**src/sv/efd_pkg.sv**
```systemverilog
// Shared constants, codes and the parsed-transaction record of the event frame deframer.
`default_nettype none
package efd_pkg;

  localparam int NUM_SOURCES_DEF  = 4;
  localparam int MAX_NAME_LEN_DEF = 32;
  localparam int MAX_DATA_LEN_DEF = 1024;
  localparam int HEADER_LEN       = 6;
  localparam int HDR_IDX_W        = $clog2(HEADER_LEN);

  localparam int SRC_ID_W  = 2;
  localparam int EVENT_W   = 3;
  localparam int ERR_W     = 2;
  localparam int LEN_W     = 11;
  localparam int CFG_IDX_W = 2;

  localparam int QUEUE_DEPTH = 4;
  localparam int QPTR_W      = $clog2(QUEUE_DEPTH);

  localparam logic [7:0] CH_SOH  = 8'h01;
  localparam logic [7:0] CH_STX  = 8'h02;
  localparam logic [7:0] CH_EOT  = 8'h04;
  localparam logic [7:0] CH_ESC  = 8'h1B;
  localparam logic [7:0] CH_US   = 8'h1F;
  localparam logic [7:0] ESC_XOR = 8'h20;

  localparam logic [EVENT_W-1:0] EV_HEADER = 3'd0;
  localparam logic [EVENT_W-1:0] EV_NAME   = 3'd1;
  localparam logic [EVENT_W-1:0] EV_DATA   = 3'd2;
  localparam logic [EVENT_W-1:0] EV_END    = 3'd3;
  localparam logic [EVENT_W-1:0] EV_ERROR  = 3'd4;

  localparam logic [ERR_W-1:0] ERR_NO_STX   = 2'd0;
  localparam logic [ERR_W-1:0] ERR_NAME_OVF = 2'd1;
  localparam logic [ERR_W-1:0] ERR_DATA_OVF = 2'd2;

  localparam logic [CFG_IDX_W-1:0] REG_FILTER_RECEIVER = 2'd0;
  localparam logic [CFG_IDX_W-1:0] REG_FILTER_GROUP    = 2'd1;
  localparam logic [CFG_IDX_W-1:0] REG_BROADCAST_ADDR  = 2'd2;

  typedef logic [HEADER_LEN-1:0][7:0] header_t;

  typedef struct packed {
    logic [SRC_ID_W-1:0] src;
    logic [EVENT_W-1:0]  ev;
    logic [7:0]          data;
    header_t             hdr;
    logic [LEN_W-1:0]    len;
    logic [ERR_W-1:0]    err;
  } rec_t;

endpackage
`default_nettype wire

```
**src/sv/event_frame_deframer_unit.sv**
```systemverilog
// Top level of the event frame deframer: front parser, transaction queue, back formatter.
//
//  channel   direction  handshake        payload
//  input     in         push / full      in_source_id, in_rx_byte
//  result    out        empty / pop      out_src_out .. out_error_code
//  config    in         cfg_we           cfg_index, cfg_data
//
// One byte is taken every cycle while full is low; the per-source parser updates in the cycle of the push.
// Each result is queued, then moves into the output register once it is empty or popped.
// full rises only once the four-entry queue and the output register are all occupied.
// Synchronous active-low reset returns every source to waiting for SOH, filters to 0xFF.
`default_nettype none
module event_frame_deframer_unit #(
  parameter int NUM_SOURCES  = efd_pkg::NUM_SOURCES_DEF,
  parameter int MAX_NAME_LEN = efd_pkg::MAX_NAME_LEN_DEF,
  parameter int MAX_DATA_LEN = efd_pkg::MAX_DATA_LEN_DEF
) (
  input  wire                            clk,
  input  wire                            rst_n,
  input  wire                            push,
  output logic                           full,
  input  wire [efd_pkg::SRC_ID_W-1:0]    in_source_id,
  input  wire [7:0]                      in_rx_byte,
  output logic                           empty,
  input  wire                            pop,
  output logic [efd_pkg::SRC_ID_W-1:0]   out_src_out,
  output logic [efd_pkg::EVENT_W-1:0]    out_event_res,
  output logic [7:0]                     out_byte_value,
  output logic [7:0]                     out_sender,
  output logic [7:0]                     out_receiver,
  output logic [7:0]                     out_group,
  output logic [7:0]                     out_flag_bits,
  output logic [15:0]                    out_msg_id,
  output logic [efd_pkg::LEN_W-1:0]      out_data_length,
  output logic                           out_accepted,
  output logic [efd_pkg::ERR_W-1:0]      out_error_code,
  input  wire                            cfg_we,
  input  wire [efd_pkg::CFG_IDX_W-1:0]   cfg_index,
  input  wire [7:0]                      cfg_data
);
  import efd_pkg::*;

  logic accept;
  logic rec_valid;
  rec_t rec;
  logic head_valid;
  rec_t head_rec;
  logic head_pop;

  assign accept = push && !full;

  efd_front #(
    .NUM_SOURCES  (NUM_SOURCES),
    .MAX_NAME_LEN (MAX_NAME_LEN),
    .MAX_DATA_LEN (MAX_DATA_LEN)
  ) u_front (
    .clk       (clk),
    .rst_n     (rst_n),
    .accept    (accept),
    .source_id (in_source_id),
    .rx_byte   (in_rx_byte),
    .rec_valid (rec_valid),
    .rec       (rec)
  );

  efd_queue u_queue (
    .clk        (clk),
    .rst_n      (rst_n),
    .wr_en      (rec_valid),
    .wr_rec     (rec),
    .full       (full),
    .rd_en      (head_pop),
    .head_valid (head_valid),
    .head_rec   (head_rec)
  );

  efd_back u_back (
    .clk             (clk),
    .rst_n           (rst_n),
    .cfg_we          (cfg_we),
    .cfg_index       (cfg_index),
    .cfg_data        (cfg_data),
    .head_valid      (head_valid),
    .head_rec        (head_rec),
    .head_pop        (head_pop),
    .empty           (empty),
    .pop             (pop),
    .out_src_out     (out_src_out),
    .out_event_res   (out_event_res),
    .out_byte_value  (out_byte_value),
    .out_sender      (out_sender),
    .out_receiver    (out_receiver),
    .out_group       (out_group),
    .out_flag_bits   (out_flag_bits),
    .out_msg_id      (out_msg_id),
    .out_data_length (out_data_length),
    .out_accepted    (out_accepted),
    .out_error_code  (out_error_code)
  );

endmodule
`default_nettype wire

```
**src/sv/efd_front.sv**
```systemverilog
// Front end: per-source unstuffing and frame parsing, one byte per cycle while accept is high.
`default_nettype none
module efd_front #(
  parameter int NUM_SOURCES  = efd_pkg::NUM_SOURCES_DEF,
  parameter int MAX_NAME_LEN = efd_pkg::MAX_NAME_LEN_DEF,
  parameter int MAX_DATA_LEN = efd_pkg::MAX_DATA_LEN_DEF
) (
  input  wire                          clk,
  input  wire                          rst_n,
  input  wire                          accept,
  input  wire [efd_pkg::SRC_ID_W-1:0]  source_id,
  input  wire [7:0]                    rx_byte,
  output logic                         rec_valid,
  output efd_pkg::rec_t                rec
);
  import efd_pkg::*;

  localparam int SRC_W   = (NUM_SOURCES > 1) ? $clog2(NUM_SOURCES) : 1;
  localparam int EXT_W   = ((SRC_W > SRC_ID_W) ? SRC_W : SRC_ID_W) + 1;
  localparam int MAX_A   = (MAX_DATA_LEN > MAX_NAME_LEN) ? MAX_DATA_LEN : MAX_NAME_LEN;
  localparam int MAX_ALL = (MAX_A > HEADER_LEN) ? MAX_A : HEADER_LEN;
  localparam int CNT_W   = $clog2(MAX_ALL + 1);

  localparam logic [2:0] PH_SOH  = 3'd0;
  localparam logic [2:0] PH_HDR  = 3'd1;
  localparam logic [2:0] PH_STX  = 3'd2;
  localparam logic [2:0] PH_NAME = 3'd3;
  localparam logic [2:0] PH_DATA = 3'd4;

  logic [2:0]       phase_r [NUM_SOURCES];
  logic             esc_r   [NUM_SOURCES];
  logic [CNT_W-1:0] cnt_r   [NUM_SOURCES];
  header_t          hdr_r   [NUM_SOURCES];

  logic [EXT_W-1:0]     src_ext;
  logic [SRC_W-1:0]     sel;
  logic                 in_range;
  logic                 upd;
  logic [2:0]           phase_cur, phase_nxt;
  logic                 esc_cur, esc_nxt;
  logic [CNT_W-1:0]     cnt_cur, cnt_nxt;
  header_t              hdr_cur;
  logic [7:0]           b_eff;
  logic                 lit;
  logic                 hdr_we;
  logic [CNT_W+LEN_W-1:0] cnt_ext;

  assign src_ext  = EXT_W'(source_id);
  assign sel      = src_ext[SRC_W-1:0];
  assign in_range = src_ext < EXT_W'(NUM_SOURCES);
  assign upd      = accept && in_range;

  assign phase_cur = phase_r[sel];
  assign esc_cur   = esc_r[sel];
  assign cnt_cur   = cnt_r[sel];
  assign hdr_cur   = hdr_r[sel];
  assign cnt_ext   = (CNT_W+LEN_W)'(cnt_cur);

  always_comb begin
    rec       = '0;
    rec.src   = source_id;
    rec.hdr   = hdr_cur;
    rec.len   = cnt_ext[LEN_W-1:0];
    rec_valid = 1'b0;
    phase_nxt = phase_cur;
    esc_nxt   = esc_cur;
    cnt_nxt   = cnt_cur;
    hdr_we    = 1'b0;
    b_eff     = rx_byte;
    lit       = 1'b0;
    if (upd) begin
      if (esc_cur) begin
        b_eff   = rx_byte ^ ESC_XOR;
        lit     = 1'b1;
        esc_nxt = 1'b0;
      end
      if (!esc_cur && rx_byte == CH_ESC) begin
        esc_nxt = 1'b1;
      end else begin
        rec.data = b_eff;
        unique case (phase_cur)
          PH_SOH: begin
            if (!lit && b_eff == CH_SOH) begin
              phase_nxt = PH_HDR;
              cnt_nxt   = '0;
            end
          end
          PH_HDR: begin
            hdr_we  = cnt_cur < CNT_W'(HEADER_LEN);
            cnt_nxt = cnt_cur + CNT_W'(1);
            if (cnt_cur + CNT_W'(1) >= CNT_W'(HEADER_LEN)) begin
              phase_nxt = PH_STX;
              cnt_nxt   = '0;
              rec_valid = 1'b1;
              rec.ev    = EV_HEADER;
              rec.hdr[HEADER_LEN-1] = b_eff;
            end
          end
          PH_STX: begin
            if (!lit && b_eff == CH_STX) begin
              phase_nxt = PH_NAME;
              cnt_nxt   = '0;
            end else begin
              phase_nxt = PH_SOH;
              esc_nxt   = 1'b0;
              cnt_nxt   = '0;
              rec_valid = 1'b1;
              rec.ev    = EV_ERROR;
              rec.err   = ERR_NO_STX;
            end
          end
          PH_NAME: begin
            if (!lit && b_eff == CH_US) begin
              phase_nxt = PH_DATA;
              cnt_nxt   = '0;
            end else if (cnt_cur >= CNT_W'(MAX_NAME_LEN)) begin
              phase_nxt = PH_SOH;
              esc_nxt   = 1'b0;
              cnt_nxt   = '0;
              rec_valid = 1'b1;
              rec.ev    = EV_ERROR;
              rec.err   = ERR_NAME_OVF;
            end else begin
              cnt_nxt   = cnt_cur + CNT_W'(1);
              rec_valid = 1'b1;
              rec.ev    = EV_NAME;
            end
          end
          PH_DATA: begin
            if (!lit && b_eff == CH_EOT) begin
              phase_nxt = PH_SOH;
              esc_nxt   = 1'b0;
              cnt_nxt   = '0;
              rec_valid = 1'b1;
              rec.ev    = EV_END;
            end else if (cnt_cur >= CNT_W'(MAX_DATA_LEN)) begin
              phase_nxt = PH_SOH;
              esc_nxt   = 1'b0;
              cnt_nxt   = '0;
              rec_valid = 1'b1;
              rec.ev    = EV_ERROR;
              rec.err   = ERR_DATA_OVF;
            end else begin
              cnt_nxt   = cnt_cur + CNT_W'(1);
              rec_valid = 1'b1;
              rec.ev    = EV_DATA;
            end
          end
          default: begin
            phase_nxt = PH_SOH;
            esc_nxt   = 1'b0;
            cnt_nxt   = '0;
          end
        endcase
      end
    end
  end

  always_ff @(posedge clk) begin
    if (!rst_n) begin
      for (int s = 0; s < NUM_SOURCES; s++) begin
        phase_r[s] <= PH_SOH;
        esc_r[s]   <= 1'b0;
        cnt_r[s]   <= '0;
      end
    end else if (upd) begin
      phase_r[sel] <= phase_nxt;
      esc_r[sel]   <= esc_nxt;
      cnt_r[sel]   <= cnt_nxt;
    end
  end

  always_ff @(posedge clk) begin
    if (hdr_we) begin
      hdr_r[sel][cnt_cur[HDR_IDX_W-1:0]] <= b_eff;
    end
  end

endmodule
`default_nettype wire

```
**src/sv/efd_queue.sv**
```systemverilog
// Short queue of parsed transactions between the front and back ends.
`default_nettype none
module efd_queue (
  input  wire            clk,
  input  wire            rst_n,
  input  wire            wr_en,
  input  efd_pkg::rec_t  wr_rec,
  output logic           full,
  input  wire            rd_en,
  output logic           head_valid,
  output efd_pkg::rec_t  head_rec
);
  import efd_pkg::*;

  rec_t              mem_r [QUEUE_DEPTH];
  logic [QPTR_W-1:0] wr_ptr_r, rd_ptr_r;
  logic [QPTR_W:0]   count_r;

  assign full       = count_r == (QPTR_W+1)'(QUEUE_DEPTH);
  assign head_valid = count_r != '0;
  assign head_rec   = mem_r[rd_ptr_r];

  always_ff @(posedge clk) begin
    if (!rst_n) begin
      wr_ptr_r <= '0;
      rd_ptr_r <= '0;
      count_r  <= '0;
    end else begin
      if (wr_en) wr_ptr_r <= wr_ptr_r + QPTR_W'(1);
      if (rd_en) rd_ptr_r <= rd_ptr_r + QPTR_W'(1);
      if (wr_en && !rd_en) count_r <= count_r + (QPTR_W+1)'(1);
      else if (rd_en && !wr_en) count_r <= count_r - (QPTR_W+1)'(1);
    end
  end

  always_ff @(posedge clk) begin
    if (wr_en) mem_r[wr_ptr_r] <= wr_rec;
  end

endmodule
`default_nettype wire

```
**src/sv/efd_back.sv**
```systemverilog
// Back end: filter registers, result formatting and the output register.
`default_nettype none
module efd_back (
  input  wire                            clk,
  input  wire                            rst_n,
  input  wire                            cfg_we,
  input  wire [efd_pkg::CFG_IDX_W-1:0]   cfg_index,
  input  wire [7:0]                      cfg_data,
  input  wire                            head_valid,
  input  efd_pkg::rec_t                  head_rec,
  output logic                           head_pop,
  output logic                           empty,
  input  wire                            pop,
  output logic [efd_pkg::SRC_ID_W-1:0]   out_src_out,
  output logic [efd_pkg::EVENT_W-1:0]    out_event_res,
  output logic [7:0]                     out_byte_value,
  output logic [7:0]                     out_sender,
  output logic [7:0]                     out_receiver,
  output logic [7:0]                     out_group,
  output logic [7:0]                     out_flag_bits,
  output logic [15:0]                    out_msg_id,
  output logic [efd_pkg::LEN_W-1:0]      out_data_length,
  output logic                           out_accepted,
  output logic [efd_pkg::ERR_W-1:0]      out_error_code
);
  import efd_pkg::*;

  logic [7:0] filt_rcv_r, filt_grp_r, bcast_r;
  logic       valid_r;
  logic       is_hdr, is_end, is_byte, is_err;

  function automatic logic addr_ok(input logic [7:0] filt, input logic [7:0] hdr,
                                   input logic [7:0] bc);
    return (filt == bc) || (hdr == bc) || (filt == hdr);
  endfunction

  assign head_pop = head_valid && (!valid_r || pop);
  assign empty    = !valid_r;

  assign is_end  = head_rec.ev == EV_END;
  assign is_hdr  = (head_rec.ev == EV_HEADER) || is_end;
  assign is_byte = (head_rec.ev == EV_NAME) || (head_rec.ev == EV_DATA);
  assign is_err  = head_rec.ev == EV_ERROR;

  always_ff @(posedge clk) begin
    if (!rst_n) begin
      filt_rcv_r <= 8'hFF;
      filt_grp_r <= 8'hFF;
      bcast_r    <= 8'hFF;
    end else if (cfg_we) begin
      unique case (cfg_index)
        REG_FILTER_RECEIVER: filt_rcv_r <= cfg_data;
        REG_FILTER_GROUP:    filt_grp_r <= cfg_data;
        REG_BROADCAST_ADDR:  bcast_r    <= cfg_data;
        default: ;
      endcase
    end
  end

  always_ff @(posedge clk) begin
    if (!rst_n) begin
      valid_r <= 1'b0;
    end else if (head_pop) begin
      valid_r <= 1'b1;
    end else if (pop) begin
      valid_r <= 1'b0;
    end
  end

  always_ff @(posedge clk) begin
    if (head_pop) begin
      out_src_out     <= head_rec.src;
      out_event_res   <= head_rec.ev;
      out_byte_value  <= is_byte ? head_rec.data : 8'h00;
      out_sender      <= is_hdr ? head_rec.hdr[0] : 8'h00;
      out_receiver    <= is_hdr ? head_rec.hdr[1] : 8'h00;
      out_group       <= is_hdr ? head_rec.hdr[2] : 8'h00;
      out_flag_bits   <= is_hdr ? head_rec.hdr[3] : 8'h00;
      out_msg_id      <= is_hdr ? {head_rec.hdr[4], head_rec.hdr[5]} : 16'h0000;
      out_data_length <= is_end ? head_rec.len : '0;
      out_accepted    <= is_end && addr_ok(filt_rcv_r, head_rec.hdr[1], bcast_r)
                                && addr_ok(filt_grp_r, head_rec.hdr[2], bcast_r);
      out_error_code  <= is_err ? head_rec.err : '0;
    end
  end

endmodule
`default_nettype wire
```
**config.mk**
```make
export PLATFORM = sky130hd
export DESIGN_NAME = event_frame_deframer_unit
export DESIGN_NICKNAME = d
export VERILOG_FILES = /design/src/sv/efd_pkg.sv /design/src/sv/event_frame_deframer_unit.sv /design/src/sv/efd_front.sv /design/src/sv/efd_queue.sv /design/src/sv/efd_back.sv
export SDC_FILE = /design/constraint.sdc
export NUM_CORES = 1
export LEC_CHECK = 0
export ABC_CLOCK_PERIOD_IN_PS = 11150
export BUFFER_PORTS_ARGS = -buffer_cell sky130_fd_sc_hd__buf_2
export CAP_MARGIN = 20
export CORE_ASPECT_RATIO = 1.25
export CORE_MARGIN = 4
export CORE_UTILIZATION = 45
export CTS_CLUSTER_DIAMETER = 200
export DETAILED_ROUTE_END_ITERATION = 8
export PLACE_DENSITY = 0.71
export SKIP_CTS_REPAIR_TIMING = 1
export SLEW_MARGIN = 10
export SYNTH_ARGS = -nofsm -noshare
export SYNTH_HDL_FRONTEND = slang
export SYNTH_SLANG_ARGS = --single-unit
```
**constraint.sdc**
```tcl
create_clock -name clk -period 11.15 [get_ports clk]
set_input_delay 0.5575 -clock clk [delete_from_list [all_inputs] [get_ports clk]]
set_output_delay 0.5575 -clock clk [all_outputs]
set_load 0.02 [all_outputs]
```
==> impl_metrics.toml <==
[status]
outcome = "completed"

[critical_path]
cp-startpoint = "u_front.cnt_r[3][1]"
cp-endpoint = "u_queue.count_r[2]"
r2r-end = "u_queue.count_r[2]"
worstPathArrival_ns = 5.23
crit_type = "reg2reg"
r2r-start = "u_front.cnt_r[3][1]"
crit_path_start_kind = "flop"
r2r_slack_ns = 6.43
rr_worst_depth = 13
cp_max_fo = 14
crit_required_ns = 11.66
cp-end-kind = "flop"

[power_and_ir_drop]
switching_share_pct = 26.9
internal-power_w = 0.00470
switching_power_w = 0.00173
total_power_w = 0.00643
p_per_area_nw_per_um2 = 219
p_comb_share_pct = 19.2
vdd_drop_max_mv = 0.135
leakage_nw = 9.65
seq_power_share_pct = 48.8
p_clk_share_pct = 32.0

[drt]
wire_per_inst_um = 22.5
drc_errors = 0
wl_mm = 51.9
drt_first_pass_iters = 6
ant_nets = 0
drtIter0Drc = 1289
routed_via_density = 5.56
via_count = 12828

[timing]
whs_ns = 0.221
fmax_mhz = 212
hold_violations = 0
final-setup-viol-count = 0
worstMarginPinSlew_ns = 1.03
skew_ns = 0.0192
rsz0062_at_grt = "no"
fin_crit_sh_pct = 42.4
layout_min_cycle_time_ns = 4.72
tns_ns = 0
drv_slew = 0
relSlewSlack_pct = 30.7

[clock_network]
cts_tree = "built"
cts_root_buf = "clkbuf_16"
h-tree-depth = 2
clk_pin_slew_ns = 0.06
clockBufferDepth = 3
cts_made_buffers = 58
clock-sinks = 657
clk_latency_ns = 0.60

[job]
drv_cap = 0

[yosys]
yosys_warnings = 0
synth-edff-count = 620
syn_area_sq_um = 26000
synth_cell_types = 64
synth_xor_xnor_area_share_pct = 1.92
yosys.area_share.adder_pct = 0.414
netlist_instances = 1410
synth_compound_area_share_pct = 1.86
synth_simple_gate_area_share_pct = 7.43
synth_seq_cells = 657
yosys-mux-area-fraction_pct = 12.3
seq_area_frac_synth_pct = 74.5
ys.flop_type = "edfxtp_1"
syn_avg_cell_area_sq_um = 18.4
synth_top_family_by_area = "multiplexers"
syn_nets = 1443
synth_async_sr_flop_share_pct = 0

[global_routing]
antenna_found_initial = 2
grt_pass1_vias = 13499
track_usage_pct = 16.8
grt_max_degree = 75
grt_pass1_wl_mm = 81.1
gr-total-overflow = 0

[layout]
final_cells = 2309
drive_gt1_share_pct = 24.3
insertedDiodeCount = 0
fin_util_pct = 51.4
layout.cells.most_common_list = "edfxtp_1 (620), mux4_2 (137), buf_2 (100)"
final_common_cell = "edfxtp_1"
area_growth_pct = 13.0
final_nets = 1547

[floorplanning]
dieWidth_um = 223
start_util_pct = 45.5
pin_count = 102
rows = 98
die_h_um = 277
dieArea_sq_um = 61700
core-area_sq_um = 57100

[placement]
place_inst = 2199
place.gp.congestion = 0.909
post-dp-hpwl_mm = 31.8
io_buffers = 101

[worst_hold_path]
hp-class = "in2reg"
-- per-layer routing --
metal	track usage [%]	share of wire, %	vias up	wire length, um
met5	0	0.025	-	13
met4	4.74	2.6	2	1330
met3	2.57	4.8	97	2510
met2	30.5	53	393	27600
met1	21.0	39	6627	20400
li1	-	-	5709	-
-- layout make-up --
type | count | area (sq um)
Fill cell | 4564 | 27800
Sequential cell | 657 | 19400
Multi-Input combinational cell | 659 | 6250
Clock buffer | 79 | 1620
Tap cell | 750 | 938
Timing Repair Buffer | 125 | 773
Clock inverter | 26 | 359
Inverter | 13 | 48.8
-- power by group through the flow --
stage                     Sequential, W  Combinational, W  Clock (W)
after floorplan                 0.00334          0.000685          0
after global placement          0.00319           0.00123          0
after detailed placement        0.00319           0.00125          0
after CTS                       0.00315           0.00126    0.00210
after global routing            0.00317           0.00134    0.00220
final                           0.00314           0.00123    0.00206
-- worst min path at each step --
stage | from | to | slack, ns | cells after the start
5_1_grt | cfg_data[3] | u_back.bcast_r[3] | 0.23 | 3
3_5_place_dp | u_front.esc_r[0] | u_front.esc_r[0] | 0.46 | 2
6_report | cfg_data[3] | u_back.bcast_r[3] | 0.22 | 3
2_1_floorplan | u_front.esc_r[2] | u_front.esc_r[2] | 0.44 | 2
4_1_cts | cfg_data[3] | u_back.bcast_r[3] | 0.19 | 3
3_3_place_gp | u_front.esc_r[0] | u_front.esc_r[0] | 0.46 | 2
-- sequential cells by signal (all words and copies together), names as in the netlist, 11 cells and up, named ones only --
register and count:
u_back.out_data_length 11, u_queue.mem_r 296, u_front.phase_r 12, u_back.out_msg_id 16, u_front.hdr_r 192, u_front.cnt_r 44
-- kinds of logic (layout without fill, tap and decap cells) --
logic type      after synthesis  count (layout)
fa+ha+maj                     8               8
compound gates               68              68
xor+xnor                     57              57
simple gates                378             378
mux                         148             148
buf+inv                      94             243
flops                       657             657
-- stage by stage --
| stage | setup WS (ns) | area [sq um] |
|---|---|---|
| 6_report | 6.43 | 29400 |
| 5_1_grt | 6.17 | 29400 |
| 4_1_cts | 6.47 | 29200 |
| 3_5_place_dp | 5.89 | 27300 |
| 3_3_place_gp | 6.08 | 27300 |
| 2_1_floorplan | 5.41 | 26000 |
-- Yosys cell counts, types with 13 or more instances --
library cell	number	area (sq um)
nor2_1	92	345
clkbuf_1	50	188
inv_1	13	48.8
xnor2_1	28	245
buf_1	17	63.8
and2_1	68	425
edfxtp_1	620	18600
xor2_1	29	254
a21oi_1	15	75.1
dfxtp_1	37	741
nand2_1	85	319
mux4_2	137	3090
nand3_1	34	170
nor2b_1	26	163
-- worst max-delay path, cell delays in order, from the launching register on --
cell       delay (ns)
edfxtp_1         0.38
mux4_2           0.64
ha_1             0.36
a2111oi_0        0.45
o311a_1          0.23
o32ai_1          0.15
o31ai_2          0.89
o21ai_2          0.32
ha_1             0.33
inv_1            0.09
fa_1             0.19
xor2_1           0.08
or3_1            0.32
a21boi_0         0.19
No activity file was read; power rests on OpenSTA's default activity.
